File: src/design/hrbd_pkg.sv
// Shared types, constants and helper functions of the HTTP response body deframer.
package hrbd_pkg;

  // Default width of the length and chunk size counters
  localparam int COUNT_WIDTH_DEF = 32;

  // Header patterns, right-aligned in a vector sized for the longest one
  localparam int PAT_CHARS = 27;
  localparam int PAT_BITS  = PAT_CHARS * 8;
  localparam logic [PAT_BITS-1:0] TERM_PAT = "\r\n\r\n";
  localparam logic [PAT_BITS-1:0] LEN_PAT  = "\nContent-Length: ";
  localparam logic [PAT_BITS-1:0] CHK_PAT  = "\nTransfer-Encoding: chunked";
  localparam logic [4:0] TERM_PAT_LEN = 5'd4;
  localparam logic [4:0] LEN_PAT_LEN  = 5'd17;
  localparam logic [4:0] CHK_PAT_LEN  = 5'd27;

  localparam logic [7:0] CHAR_CR = 8'h0d;
  localparam logic [7:0] CHAR_LF = 8'h0a;

  typedef enum logic [1:0] {
    PH_HEADER = 2'd0,
    PH_BODY   = 2'd1,
    PH_DONE   = 2'd3
  } phase_t;

  typedef enum logic [1:0] {
    MODE_LENGTH  = 2'd0,
    MODE_CHUNKED = 2'd1,
    MODE_CLOSE   = 2'd2
  } mode_t;

  typedef enum logic [1:0] {
    CK_DIGITS = 2'd0,
    CK_LINE   = 2'd1,
    CK_DATA   = 2'd2,
    CK_TRAIL  = 2'd3
  } chunk_t;

  typedef enum logic [1:0] {
    END_LENGTH  = 2'd0,
    END_CHUNKED = 2'd1,
    END_CLOSE   = 2'd2,
    END_EARLY   = 2'd3
  } end_status_t;

  // Header scan results for the byte being processed
  typedef struct packed {
    logic term_hit;
    logic length_found;
    logic chunked_found;
  } hdr_info_t;

  // One result item
  typedef struct packed {
    logic        valid;
    logic [7:0]  payload;
    logic        payload_valid;
    logic        finished;
    end_status_t end_status;
    mode_t       body_mode;
  } res_t;

  // Step a pattern matcher by one byte; pos counts matched characters
  function automatic logic [4:0] advance_match(logic [4:0] pos, logic [4:0] plen,
                                               logic [PAT_BITS-1:0] pat, logic [7:0] b);
    logic [4:0] sel;
    logic [4:0] first;
    logic [7:0] pc;
    logic [7:0] p0;
    sel   = (pos < plen) ? (plen - 5'd1 - pos) : 5'd0;
    first = plen - 5'd1;
    pc    = pat[{sel, 3'b000} +: 8];
    p0    = pat[{first, 3'b000} +: 8];
    if (pos < plen && b == pc) begin
      return pos + 5'd1;
    end
    return (b == p0) ? 5'd1 : 5'd0;
  endfunction

  // Hex digit decode: bit 4 flags a valid digit
  function automatic logic [4:0] hex_val(logic [7:0] b);
    logic [7:0] t;
    t = 8'h00;
    if (b >= "0" && b <= "9") begin
      t = b - "0";
      return {1'b1, t[3:0]};
    end
    if (b >= "a" && b <= "f") begin
      t = b - "a" + 8'd10;
      return {1'b1, t[3:0]};
    end
    if (b >= "A" && b <= "F") begin
      t = b - "A" + 8'd10;
      return {1'b1, t[3:0]};
    end
    return 5'd0;
  endfunction

endpackage

File: src/design/http_response_body_deframer.sv
// Top level of the HTTP response body deframer: input register, scan and body logic, result register.
// Takes one response byte (or a connection-closed event) per cycle and returns the body bytes,
// each with the body mode, and one finishing result that carries the end status. A byte is
// registered in the input register on transfer, processed by the header scanner and body tracker and
// loaded into the result register once it can take the result; one item is taken every cycle while
// the result side keeps up. Header bytes,
// chunk size lines and the two bytes after each chunk produce no result. After the finishing
// result all further input is taken and dropped. COUNT_WIDTH sets the width of the length and
// chunk counters, which saturate.
module http_response_body_deframer #(
  parameter int COUNT_WIDTH = hrbd_pkg::COUNT_WIDTH_DEF
) (
  input  logic       clk,
  input  logic       rst_n,
  input  logic       in_valid,
  output logic       in_stall,
  input  logic       in_kind,
  input  logic [7:0] in_data_byte,
  output logic       out_valid,
  input  logic       out_stall,
  output logic [7:0] out_payload,
  output logic       out_payload_valid,
  output logic       out_finished,
  output logic [1:0] out_end_status,
  output logic [1:0] out_body_mode
);
  import hrbd_pkg::*;

  logic                   s1_valid_r;
  logic                   s1_kind_r;
  logic [7:0]             s1_byte_r;
  logic                   step;
  logic                   in_header;
  logic                   hdr_en;
  hdr_info_t              hdr;
  logic [COUNT_WIDTH-1:0] declared_nxt;
  res_t                   res;
  res_t                   out_r;

  // Process the registered item when the result register can take its result
  assign step     = s1_valid_r && (!out_r.valid || !out_stall);
  assign in_stall = s1_valid_r && !step;
  assign hdr_en   = step && in_header && !s1_kind_r;

  // Input register
  always_ff @(posedge clk) begin
    if (!rst_n) begin
      s1_valid_r <= 1'b0;
    end else if (in_valid && !in_stall) begin
      s1_valid_r <= 1'b1;
    end else if (step) begin
      s1_valid_r <= 1'b0;
    end
  end

  always_ff @(posedge clk) begin
    if (in_valid && !in_stall) begin
      s1_kind_r <= in_kind;
      s1_byte_r <= in_data_byte;
    end
  end

  hrbd_hdr_scan #(
    .COUNT_WIDTH(COUNT_WIDTH)
  ) u_hdr_scan (
    .clk         (clk),
    .rst_n       (rst_n),
    .en          (hdr_en),
    .data_byte   (s1_byte_r),
    .info        (hdr),
    .declared_nxt(declared_nxt)
  );

  hrbd_body #(
    .COUNT_WIDTH(COUNT_WIDTH)
  ) u_body (
    .clk         (clk),
    .rst_n       (rst_n),
    .step        (step),
    .kind        (s1_kind_r),
    .data_byte   (s1_byte_r),
    .hdr         (hdr),
    .declared_nxt(declared_nxt),
    .in_header   (in_header),
    .res         (res)
  );

  // Result register: load on step, drop after transfer
  always_ff @(posedge clk) begin
    if (!rst_n) begin
      out_r.valid <= 1'b0;
    end else if (step) begin
      out_r <= res;
    end else if (!out_stall) begin
      out_r.valid <= 1'b0;
    end
  end

  assign out_valid         = out_r.valid;
  assign out_payload       = out_r.payload;
  assign out_payload_valid = out_r.payload_valid;
  assign out_finished      = out_r.finished;
  assign out_end_status    = out_r.end_status;
  assign out_body_mode     = out_r.body_mode;

  // Every result carries a byte or finishes the response
  a_result_kind: assert property (@(posedge clk) disable iff (!rst_n)
    out_valid |-> (out_payload_valid || out_finished))
    else $error("result with neither payload nor finish");

  // A non-finishing result reports length status
  a_status_idle: assert property (@(posedge clk) disable iff (!rst_n)
    (out_valid && !out_finished) |-> (out_end_status == END_LENGTH))
    else $error("end status set on a non-finishing result");

  // Stall only while an item waits in the input register
  a_stall_cause: assert property (@(posedge clk) disable iff (!rst_n)
    in_stall |-> (s1_valid_r && out_valid && out_stall))
    else $error("input stalled without a blocked result");

  // A new result loaded while stalled would lose the held one
  a_no_overwrite: assert property (@(posedge clk) disable iff (!rst_n)
    (out_valid && out_stall) |=> (out_valid && $stable(out_payload) && $stable(out_finished)))
    else $error("held result changed under stall");

endmodule

File: src/design/hrbd_hdr_scan.sv
// Header scanner: pattern matchers for the header end, Content-Length and chunked encoding.
module hrbd_hdr_scan #(
  parameter int COUNT_WIDTH = hrbd_pkg::COUNT_WIDTH_DEF
) (
  input  logic                   clk,
  input  logic                   rst_n,
  input  logic                   en,
  input  logic [7:0]             data_byte,
  output hrbd_pkg::hdr_info_t    info,
  output logic [COUNT_WIDTH-1:0] declared_nxt
);
  import hrbd_pkg::*;

  logic [1:0]             term_match_r, term_match_nxt;
  logic [4:0]             len_match_r, len_match_nxt;
  logic [4:0]             chk_match_r, chk_match_nxt;
  logic                   digits_active_r, digits_active_nxt;
  logic                   length_found_r, length_found_nxt;
  logic                   chunked_found_r, chunked_found_nxt;
  logic [COUNT_WIDTH-1:0] declared_r;

  logic [4:0]             term_m, len_m, chk_m;
  logic                   is_digit;
  logic [COUNT_WIDTH+3:0] dec_ext, dec_sum;
  logic [COUNT_WIDTH-1:0] dec_sat;

  // Matchers for the current byte
  assign term_m = advance_match({3'b000, term_match_r}, TERM_PAT_LEN, TERM_PAT, data_byte);
  assign len_m  = advance_match(len_match_r, LEN_PAT_LEN, LEN_PAT, data_byte);
  assign chk_m  = advance_match(chk_match_r, CHK_PAT_LEN, CHK_PAT, data_byte);

  // Decimal accumulate with saturation: v*10 + d
  assign is_digit = (data_byte >= "0") && (data_byte <= "9");
  assign dec_ext  = {4'b0000, declared_r};
  assign dec_sum  = (dec_ext << 3) + (dec_ext << 1) + (COUNT_WIDTH+4)'(data_byte[3:0]);
  assign dec_sat  = (|dec_sum[COUNT_WIDTH+3:COUNT_WIDTH]) ? '1 : dec_sum[COUNT_WIDTH-1:0];

  // Next header scan state
  always_comb begin
    term_match_nxt    = term_match_r;
    len_match_nxt     = len_match_r;
    chk_match_nxt     = chk_match_r;
    digits_active_nxt = digits_active_r;
    length_found_nxt  = length_found_r;
    chunked_found_nxt = chunked_found_r;
    declared_nxt      = declared_r;
    info.term_hit     = 1'b0;
    if (en) begin
      if (digits_active_r) begin
        if (is_digit) begin
          declared_nxt = dec_sat;
        end else begin
          digits_active_nxt = 1'b0;
        end
      end
      if (!length_found_r) begin
        len_match_nxt = len_m;
        if (len_m == LEN_PAT_LEN) begin
          length_found_nxt  = 1'b1;
          digits_active_nxt = 1'b1;
          declared_nxt      = '0;
        end
      end
      if (!chunked_found_r) begin
        chk_match_nxt = chk_m;
        if (chk_m == CHK_PAT_LEN) begin
          chunked_found_nxt = 1'b1;
        end
      end
      if (term_m == TERM_PAT_LEN) begin
        info.term_hit     = 1'b1;
        term_match_nxt    = 2'd0;
        digits_active_nxt = 1'b0;
      end else begin
        term_match_nxt = term_m[1:0];
      end
    end
    info.length_found  = length_found_nxt;
    info.chunked_found = chunked_found_nxt;
  end

  // Hold scan state
  always_ff @(posedge clk) begin
    if (!rst_n) begin
      term_match_r    <= 2'd0;
      len_match_r     <= 5'd0;
      chk_match_r     <= 5'd0;
      digits_active_r <= 1'b0;
      length_found_r  <= 1'b0;
      chunked_found_r <= 1'b0;
      declared_r      <= '0;
    end else begin
      term_match_r    <= term_match_nxt;
      len_match_r     <= len_match_nxt;
      chk_match_r     <= chk_match_nxt;
      digits_active_r <= digits_active_nxt;
      length_found_r  <= length_found_nxt;
      chunked_found_r <= chunked_found_nxt;
      declared_r      <= declared_nxt;
    end
  end

endmodule

File: src/design/hrbd_body.sv
// Body tracker: phase, body mode, chunk parsing, byte counts and result formation.
module hrbd_body #(
  parameter int COUNT_WIDTH = hrbd_pkg::COUNT_WIDTH_DEF
) (
  input  logic                   clk,
  input  logic                   rst_n,
  input  logic                   step,
  input  logic                   kind,
  input  logic [7:0]             data_byte,
  input  hrbd_pkg::hdr_info_t    hdr,
  input  logic [COUNT_WIDTH-1:0] declared_nxt,
  output logic                   in_header,
  output hrbd_pkg::res_t         res
);
  import hrbd_pkg::*;

  phase_t                 phase_r, phase_nxt;
  mode_t                  mode_r, mode_nxt;
  chunk_t                 chunk_r, chunk_nxt;
  logic                   cr_seen_r, cr_seen_nxt;
  logic [COUNT_WIDTH-1:0] bytes_left_r, bytes_left_nxt;

  logic [COUNT_WIDTH-1:0] bl_dec;
  logic                   bl_last;
  logic [4:0]             hex;
  logic [COUNT_WIDTH-1:0] hex_acc;
  logic                   is_cr, is_lf;

  assign in_header = (phase_r == PH_HEADER);
  assign bl_dec    = bytes_left_r - COUNT_WIDTH'(1);
  assign bl_last   = (bl_dec == '0);
  assign hex       = hex_val(data_byte);
  assign is_cr     = (data_byte == CHAR_CR);
  assign is_lf     = (data_byte == CHAR_LF);

  // Hex accumulate with saturation: v*16 + h
  assign hex_acc = (|bytes_left_r[COUNT_WIDTH-1 -: 4]) ? '1 :
                   {bytes_left_r[COUNT_WIDTH-5:0], hex[3:0]};

  // Next state
  always_comb begin
    phase_nxt      = phase_r;
    mode_nxt       = mode_r;
    chunk_nxt      = chunk_r;
    cr_seen_nxt    = cr_seen_r;
    bytes_left_nxt = bytes_left_r;
    if (step && phase_r != PH_DONE) begin
      if (kind) begin
        phase_nxt = PH_DONE;
      end else begin
        unique case (phase_r)
          PH_HEADER: begin
            if (hdr.term_hit) begin
              phase_nxt = PH_BODY;
              if (hdr.length_found) begin
                mode_nxt       = MODE_LENGTH;
                bytes_left_nxt = declared_nxt;
                if (declared_nxt == '0) begin
                  phase_nxt = PH_DONE;
                end
              end else if (hdr.chunked_found) begin
                mode_nxt       = MODE_CHUNKED;
                bytes_left_nxt = '0;
                chunk_nxt      = CK_DIGITS;
                cr_seen_nxt    = 1'b0;
              end else begin
                mode_nxt = MODE_CLOSE;
              end
            end
          end
          PH_BODY: begin
            if (mode_r == MODE_LENGTH) begin
              bytes_left_nxt = bl_dec;
              if (bl_last) begin
                phase_nxt = PH_DONE;
              end
            end else if (mode_r == MODE_CHUNKED) begin
              unique case (chunk_r)
                CK_DIGITS: begin
                  if (hex[4]) begin
                    bytes_left_nxt = hex_acc;
                  end else begin
                    chunk_nxt   = CK_LINE;
                    cr_seen_nxt = is_cr;
                  end
                end
                CK_LINE: begin
                  if (cr_seen_r && is_lf) begin
                    cr_seen_nxt = 1'b0;
                    if (bytes_left_r == '0) begin
                      phase_nxt = PH_DONE;
                    end else begin
                      chunk_nxt = CK_DATA;
                    end
                  end else begin
                    cr_seen_nxt = is_cr;
                  end
                end
                CK_DATA: begin
                  bytes_left_nxt = bl_dec;
                  if (bl_last) begin
                    chunk_nxt   = CK_TRAIL;
                    cr_seen_nxt = 1'b0;
                  end
                end
                CK_TRAIL: begin
                  if (!cr_seen_r) begin
                    cr_seen_nxt = 1'b1;
                  end else begin
                    cr_seen_nxt    = 1'b0;
                    chunk_nxt      = CK_DIGITS;
                    bytes_left_nxt = '0;
                  end
                end
              endcase
            end
          end
          default: ;
        endcase
      end
    end
  end

  // Result for the current item
  always_comb begin
    res            = '0;
    res.body_mode  = in_header ? MODE_LENGTH : mode_r;
    res.end_status = END_LENGTH;
    if (step && phase_r != PH_DONE) begin
      if (kind) begin
        res.valid      = 1'b1;
        res.finished   = 1'b1;
        res.end_status = (phase_r == PH_BODY && mode_r == MODE_CLOSE) ? END_CLOSE : END_EARLY;
      end else begin
        unique case (phase_r)
          PH_HEADER: begin
            if (hdr.term_hit && hdr.length_found && declared_nxt == '0) begin
              res.valid      = 1'b1;
              res.finished   = 1'b1;
              res.end_status = END_LENGTH;
            end
          end
          PH_BODY: begin
            if (mode_r == MODE_LENGTH) begin
              res.valid         = 1'b1;
              res.payload       = data_byte;
              res.payload_valid = 1'b1;
              res.finished      = bl_last;
            end else if (mode_r == MODE_CHUNKED) begin
              if (chunk_r == CK_DATA) begin
                res.valid         = 1'b1;
                res.payload       = data_byte;
                res.payload_valid = 1'b1;
              end else if (chunk_r == CK_LINE && cr_seen_r && is_lf &&
                           bytes_left_r == '0) begin
                res.valid      = 1'b1;
                res.finished   = 1'b1;
                res.end_status = END_CHUNKED;
              end
            end else begin
              res.valid         = 1'b1;
              res.payload       = data_byte;
              res.payload_valid = 1'b1;
            end
          end
          default: ;
        endcase
      end
    end
  end

  // Hold body state
  always_ff @(posedge clk) begin
    if (!rst_n) begin
      phase_r      <= PH_HEADER;
      mode_r       <= MODE_LENGTH;
      chunk_r      <= CK_DIGITS;
      cr_seen_r    <= 1'b0;
      bytes_left_r <= '0;
    end else begin
      phase_r      <= phase_nxt;
      mode_r       <= mode_nxt;
      chunk_r      <= chunk_nxt;
      cr_seen_r    <= cr_seen_nxt;
      bytes_left_r <= bytes_left_nxt;
    end
  end

endmodule
File: config.mk
export PLATFORM = sky130hd
export DESIGN_NAME = http_response_body_deframer
export DESIGN_NICKNAME = d
export VERILOG_FILES = /design/src/design/hrbd_pkg.sv /design/src/design/http_response_body_deframer.sv /design/src/design/hrbd_hdr_scan.sv /design/src/design/hrbd_body.sv
export SDC_FILE = /design/constraint.sdc
export NUM_CORES = 1
export LEC_CHECK = 0
export ABC_AREA = 0
export BUFFER_PORTS_ARGS = -buffer_cell sky130_fd_sc_hd__clkbuf_2
export CAP_MARGIN = 20
export CORE_ASPECT_RATIO = 1.2
export CORE_MARGIN = 8
export CORE_UTILIZATION = 25
export DETAILED_ROUTE_END_ITERATION = 8
export PLACE_DENSITY = 0.36
export SKIP_CTS_REPAIR_TIMING = 1
export SYNTH_ARGS = -nofsm -noshare
export SYNTH_HDL_FRONTEND = slang
export SYNTH_SLANG_ARGS = --single-unit
File: constraint.sdc
create_clock -name clk -period 4.3 [get_ports clk]
set_clock_uncertainty 0.1 [all_clocks]
set_input_delay 0.43 -clock clk [delete_from_list [all_inputs] [get_ports clk]]
set_output_delay 0.43 -clock clk [all_outputs]
set_load 0.1 [all_outputs]
==> flow_summary_export.csv, run 1 <==
group,metric,value,unit
cts,cts-root-buf,"clkbuf_16",
worst_setup_path,crit_path_start,"s1_byte_r[3]",
sta,worst_slew_pin_slew,984,ps
cts,htree_levels,3,
worst_setup_path,critical_path.top_delay_family,"compound AO/OA/AOI/OAI gates",
worst_setup_path,path_cells,"fa_2 -> buf_4 -> ha_4 -> a211oi_2 -> o21a_1 -> nand4bb_4 -> a211oi_2 -> a21o_1 -> xnor2_1 -> o211a_1 -> nand4_1 -> o21a_1 -> a2111oi_4 -> nand4_1 -> or4_4 -> nand2_1",
floorplanning,placementRows,81,
sta,drv_slew,0,
routing,drc,0,
run,max_cap_violations,0,
logic_synthesis,synth_nets,1408,
logic_synthesis,async_flop_share,0,%
sta,hold_viol_final,0,
power_and_ir_drop,ir_drop,0.196,mV
floorplanning,ioPinCount,29,
worst_setup_path,path_class,"reg2reg",
cts,cts.sinks,111,
logic_synthesis,avgSynthCellArea,7.77,um2
logic_synthesis,synthCells,1304,
grt,antenna_found_initial,0,
sta,timing.final.ws_setup,-178,ps
layout,multi_input_area,0.00738,mm2
routing,vias,10600,
floorplanning,die_area,0.0472,mm2
routing,drt_iter0_drc,480,
routing,avgRoutedWirePerCell,20.2,um
hold_path,hold_path.class,"in2reg",
grt,grt_pass1_vias,10600,
layout,seq_area,0.00246,mm2
floorplanning,core_area,0.0403,mm2
floorplanning,start_util,25.1,%
sta,fin_hold_ws,125,ps
worst_setup_path,worst_path_largest_cell_delay,590,ps
layout,layout-drive-gt1-share,25.5,%
sta,setup_viol,3,
logic_synthesis,ys_warn_count,0,
worst_setup_path,critical_path_buf_inv_count,1,
grt,grt_usage,17.3,%
status,outcome,"complete, but fails checks",
floorplanning,die_h,237,um
worst_setup_path,critPathLaunchType,"flop",
cts,cts_tree,"built",
worst_setup_path,worstPathMaxFanout,5,
logic_synthesis,ys_types,92,
cts,path_clk_slew,90,ps
sta,fin_crit,4480,ps
hold_path,hp-start,"in_data_byte[5]",
layout,syn2layout_area_growth,28.9,%
worst_setup_path,cp_slowest_cell,"or4_4",
routing,postRouteAntennaNets,0,
worst_setup_path,crit_path_end_kind,"flop",
grt,grt_pass1_wl,63200,um
layout,final_area,0.0131,mm2
placement,numPortBuffers,28,
grt,grt_most_used_layer,"met2",
worst_setup_path,cp.required,4460,ps
grt,use_met2,30.1,%
logic_synthesis,synth_edf_count,23,
routing,dr.pass1.iters,5,
grt,overflow,0,
status,failed_checks,"negative setup slack",
logic_synthesis,netlist_area,0.0101,mm2
layout,finalNetCount,1615,
placement,place_congestion,0.847,
cts,clkLatencyLatePin,380,ps
floorplanning,die_x,200,um
sta,rsz0062_at_grt,"true",
power_and_ir_drop,cellPowerDensity,165,mW/mm2
grt,grt_max_degree,57,
placement,dp_hpwl,32500,um
worst_setup_path,rr_startpoint,"s1_byte_r[3]",
logic_synthesis,yosysSeqAreaShare,24.2,%
sta,slew_headroom,34.3,%
placement,dpl-instance-area,0.0124,mm2
placement,pre_cts_ws,-492,ps
cts,cts_buffers,9,
grt,grt_use_met3,1.83,%
worst_setup_path,arrival,4640,ps
logic_synthesis,ys_ff_latch,111,
routing,wirelength,41500,um
logic_synthesis,ys.flop_type,"dfxtp_1",
power_and_ir_drop,leakage,5.53,nW
sta,fmax,223,MHz
power_and_ir_drop,finalPower,2.15,mW
layout,num-fill-cells,4415,
routing,viasPerCell,5.14,
cts,clock_path_buffers,2,
sta,period_share,104,%
grt,grt.met1_usage,21.9,%
-- cells by family after synthesis --
group | count (synthesis) | share of synthesized area, %
mux | 14 | 1.41
xor+xnor | 78 | 6.82
fa+ha+maj | 91 | 11.4
compound gates | 414 | 27.5
flops | 111 | 24.2
buf+inv | 123 | 5.19
simple gates | 473 | 23.5
-- state kept, by name (all words and copies together), names as in the netlist, 5 cells and up --
| signal | cells |
|---|---|
| u_body.bytes_left_r | 32 |
| u_hdr_scan.len_match_r | 5 |
| u_hdr_scan.declared_r | 32 |
| s1_byte_r | 8 |
| out_payload | 8 |
| u_hdr_scan.chk_match_r | 5 |
-- synth_stat cells (9+ instances only) --
cell	count	share of area, %
a211oi_1	28	2.1
a21o_1	10	0.74
a21oi_1	95	4.7
a31oi_1	17	1.0
and2_1	37	2.3
and3_1	13	0.80
buf_2	18	0.89
clkbuf_1	54	2.0
dfxtp_1	88	17
edfxtp_1	23	6.8
ha_1	89	11
inv_1	41	1.5
mux2i_1	12	1.2
nand2_1	89	3.3
nand2b_1	10	0.62
nand3_1	29	1.4
nand4_1	13	0.80
nor2_1	166	6.2
nor2b_1	12	0.74
nor3_1	29	1.4
nor4_1	15	0.93
o211ai_1	9	0.67
o21a_1	10	0.74
o21ai_0	106	5.2
o221ai_1	16	1.4
o22ai_1	9	0.56
or3_1	11	0.68
or4_1	14	1.0
xnor2_1	49	4.2
xor2_1	28	2.4
-- per-layer routing --
layer | vias up | part of all wire [%]
met2 | 197 | 49
met4 | 0 | 2.9
li1 | 5234 | -
met5 | - | 0
met3 | 51 | 3.2
met1 | 5103 | 45
-- report_power, final --
| group | switching, mW | total [mW] | internal [mW] |
|---|---|---|---|
| combinational | 0.132 | 0.190 | 0.0583 |
| sequential | 0.0125 | 1.08 | 1.07 |
| clock | 0.463 | 0.874 | 0.411 |
-- placed cells by master (no fill, tap or decap), drive strengths merged, types with 33 or more instances in the layout --
master | Yosys | routed
buf | 27 | 247
nor2 | 167 | 167
o21ai | 112 | 112
a21oi | 99 | 99
nand2 | 90 | 90
ha | 89 | 89
dfxtp | 88 | 88
xnor2 | 49 | 49
inv | 42 | 47
clkbuf | 54 | 40
and2 | 38 | 38
nor3 | 33 | 33
-- worst register-to-register path: cells and delay by family, from the launching register on --
kind,cells,cell delay (ps)
simple gates,5,1280
compound gates,7,1560
xor+xnor,1,120
flops,1,420
fa+ha+maj,2,710
buf+inv,1,160
-- final cells by class --
class,count,share of cell area (%)
sequential,111,18.9
antenna,3,0.0575
timing repair buffer,277,16.0
clock buffer,10,1.75
multi-input combinational,1070,56.5
clock inverter,6,0.441
tap,539,5.16
inverter,42,1.21
-- worst paths after layout --
check	to	depth (start not counted)	slack (ps)
worst max-delay path	out_finished	16	-180
worst max register to register	out_finished	16	-180
worst min register to register	u_hdr_scan.digits_active_r	2	370
worst min-delay path	s1_byte_r[5]	1	130
-- through the flow --
step                      cells  TNS [ps]  utilization (%)
after CTS                  2042     -2430             31.5
final                      2058      -380             32.4
after global placement     2025     -1590             30.7
after detailed placement   2026     -2210             30.8
after global routing       2055      -930             32.4
after floorplan            1304         0                -
(Power assumes the default switching activity.)
==> inputs of run 2 (changes only) <==
--- a/config.mk
+++ b/config.mk
@@ -5,12 +5,13 @@
 export SDC_FILE = /design/constraint.sdc
 export NUM_CORES = 1
 export LEC_CHECK = 0
-export ABC_AREA = 0
+export ABC_AREA = 1
 export BUFFER_PORTS_ARGS = -buffer_cell sky130_fd_sc_hd__clkbuf_2
 export CAP_MARGIN = 20
 export CORE_ASPECT_RATIO = 1.2
 export CORE_MARGIN = 8
 export CORE_UTILIZATION = 25
+export CTS_CLUSTER_SIZE = 12
 export DETAILED_ROUTE_END_ITERATION = 8
 export PLACE_DENSITY = 0.36
 export SKIP_CTS_REPAIR_TIMING = 1
==> constraint.sdc (replaced) <==
create_clock -name clk -period 3.7 [get_ports clk]
set_clock_uncertainty 0.1 [all_clocks]
set_input_delay 0.37 -clock clk [delete_from_list [all_inputs] [get_ports clk]]
set_output_delay 0.37 -clock clk [all_outputs]
set_load 0.1 [all_outputs]
==> flow_summary_export.csv, run 2 <==
group,metric,value,unit
cts,htree_levels,3,
routing,drc,0,
sta,fin_crit,4110,ps
grt,antenna_found_initial,0,
sta,slew_headroom,53.3,%
worst_setup_path,cp_common_cell,"nand2_2",
sta,worst_slew_pin_slew,700,ps
grt,grt_max_degree,58,
logic_synthesis,avgSynthCellArea,6.42,um2
worst_setup_path,path_class,"reg2reg",
layout,num-fill-cells,4759,
logic_synthesis,muxShareOfSynthArea,0,%
logic_synthesis,synthSimpleGateAreaFrac,32.5,%
status,failed_checks,"negative setup slack",
sta,fmax,243,MHz
logic_synthesis,yosysSeqAreaShare,23.0,%
worst_setup_path,worstPathMaxFanout,6,
power_and_ir_drop,cellPowerDensity,216,mW/mm2
worst_setup_path,critPathLaunchType,"flop",
cts,cts_tree,"built",
layout,mostFrequentLayoutCell,"nand2_1",
power_and_ir_drop,power.share.clock,31.9,%
power_and_ir_drop,power_frac_seq,41.1,%
placement,placed_cells,2460,
layout,final_area,0.0145,mm2
floorplanning,die_h,242,um
placement,dp_hpwl,33400,um
logic_synthesis,ys_ff_latch,111,
worst_setup_path,critical_path_buf_inv_count,3,
logic_synthesis,synth_top_family_by_area,"simple AND/OR/NAND/NOR gates",
cts,clkLatencyLatePin,390,ps
logic_synthesis,synth-compound-area-share,19.0,%
power_and_ir_drop,ir_drop,0.284,mV
logic_synthesis,synth_top_area_share,16.5,%
power_and_ir_drop,swShare,34.5,%
cts,path_clk_slew,80,ps
routing,wirelength,41600,um
power_and_ir_drop,p_comb_share,27.0,%
hold_path,hold_path.class,"in2reg",
worst_setup_path,worst_path_largest_cell_delay,570,ps
power_and_ir_drop,finalPower,3.12,mW
logic_synthesis,ys_top_cells_by_area,"dfxtp_1 17%, nand2_1 13%, ha_1 10%",
worst_setup_path,arrival,4240,ps
layout,final_core_util,34.0,%
power_and_ir_drop,p_switching,1.08,mW
layout,syn2layout_area_growth,35.6,%
sta,fin_setup_tns,-1240,ps
grt,overflow,0,
logic_synthesis,yosysMostFrequentCell,"nand2_1",
power_and_ir_drop,internal_power,2.04,mW
placement,numPortBuffers,28,
layout,finalNetCount,2039,
sta,setup_viol,5,
layout,antenna_cells,0,
sta,timing.final.ws_setup,-415,ps
logic_synthesis,ys_types,56,
floorplanning,core_area,0.0425,mm2
logic_synthesis,synthCells,1662,
routing,avgRoutedWirePerCell,16.7,um
placement,pre_cts_ws,-565,ps
sta,period_share,111,%
cts,clock_path_buffers,2,
floorplanning,die_area,0.0495,mm2
worst_setup_path,critical_path.top_delay_family,"simple AND/OR/NAND/NOR gates",
logic_synthesis,ys_warn_count,0,
layout,top_regs,"u_body.bytes_left_r (32), u_hdr_scan.declared_r (32)",
routing,drt_iter0_drc,561,
layout,final_cells,2492,
floorplanning,start_util,25.1,%
layout,layout-drive-gt1-share,28.5,%
routing,vias,11800,
placement,place_congestion,0.903,
logic_synthesis,async_flop_share,0,%
sta,fin_hold_ws,57.5,ps
routing,dr.pass1.iters,5,
worst_setup_path,path_cells,"fa_1 -> inv_2 -> fa_2 -> o21ai_4 -> a21boi_2 -> o21ai_2 -> nand3_2 -> nand3_2 -> and2_4 -> nand2_2 -> nor2_4 -> buf_6 -> buf_12 -> nand2_2 -> nand2_1 -> nand3b_1 -> nand2_2 -> nor2_1 -> nand2_1 -> nor2_1 -> nand2_1 -> nor2_4 -> nand2_2 -> a31oi_1",
floorplanning,die_x,205,um
logic_synthesis,synth_xor_area_share,5.35,%
cts,cts.sinks,111,
floorplanning,placementRows,83,
layout,seq_area,0.00246,mm2
worst_setup_path,crit_path_end_kind,"flop",
cts,cts_buffers,9,
sta,drv_slew,0,
logic_synthesis,synth_edf_count,23,
power_and_ir_drop,leakage,7.11,nW
logic_synthesis,synth_commonest_cells,"364 x nand2_1, 181 x inv_1, 180 x nor2_1",
grt,grt_usage,16.5,%
layout,multi_input_area,0.00789,mm2
logic_synthesis,ys.flop_type,"dfxtp_1",
grt,grt_pass1_vias,11700,
sta,hold_viol_final,0,
logic_synthesis,synth_nets,1766,
logic_synthesis,yosys.area.top_type,"dfxtp_1",
cts,cts-root-buf,"clkbuf_16",
routing,postRouteAntennaNets,0,
layout,final_cell_mix,"314 x nand2_1, 271 x buf_4, 175 x inv_1",
status,outcome,"complete, but fails checks",
routing,viasPerCell,4.72,
logic_synthesis,netlist_area,0.0107,mm2
grt,grt_pass1_wl,64800,um
worst_setup_path,cp_slowest_cell,"fa_1",
floorplanning,ioPinCount,29,
worst_setup_path,cp.required,3820,ps
sta,rsz0062_at_grt,"true",
run,max_cap_violations,0,
placement,dpl-instance-area,0.0133,mm2
logic_synthesis,synth_fa_ha_area_share,10.8,%
[run 2: worst paths after layout]
kind / to / startpoint / depth (start not counted) / slack (ps)
setup reg to reg: out_finished / s1_byte_r[3] / 24 / -410
setup / recovery: out_finished / s1_byte_r[3] / 24 / -410
hold reg to reg: u_hdr_scan.digits_active_r / u_hdr_scan.digits_active_r / 2 / 370
hold / removal: s1_byte_r[4] / in_data_byte[4] / 1 / 60
[run 2: layout make-up]
class / instances / share of cell area, %
Sequential cell: 111 / 17.0
Tap cell: 552 / 4.78
Timing Repair Buffer: 315 / 16.8
Clock buffer: 12 / 1.70
Multi-Input combinational cell: 1308 / 54.6
Inverter: 190 / 4.95
Clock inverter: 4 / 0.208
[run 2: routing by layer]
layer,global-route usage [%],routed length [um],part of all wire (%),vias to the layer above
li1,-,-,-,6101
met1,20.5,19000,46,5504
met2,29.8,21300,51,121
met3,1.22,593,1.4,38
met4,4.79,790,1.9,0
met5,0,0,0,-
[run 2: worst reg2reg max path, cell delays in order, from the launching register on]
cell and delay [ps]:
edfxtp_1 430, fa_1 580, inv_2 50, fa_2 380
o21ai_4 220, a21boi_2 90, o21ai_2 200, nand3_2 120
nand3_2 90, and2_4 140, nand2_2 60, nor2_4 110
buf_6 140, buf_12 110, nand2_2 40, nand2_1 50
nand3b_1 130, nand2_2 80, nor2_1 90, nand2_1 90
nor2_1 120, nand2_1 100, nor2_4 170, nand2_2 90
a31oi_1 190
[run 2: kinds of logic after synthesis]
group / count (synthesis)
buffers and inverters: 243
flip-flops: 111
adder cells (fa/ha/maj): 91
AO/OA/AOI/OAI: 368
XOR/XNOR: 63
AND/OR/NAND/NOR: 786
[run 2: power groups by stage]
stage / combinational [mW] / sequential [mW] / clock (mW)
detailed placement: 0.774 / 1.31 / 0
CTS: 0.778 / 1.28 / 1.03
floorplan: 0.453 / 1.35 / 0
global placement: 0.779 / 1.31 / 0
finish: 0.842 / 1.28 / 0.996
global route: 0.923 / 1.29 / 1.07
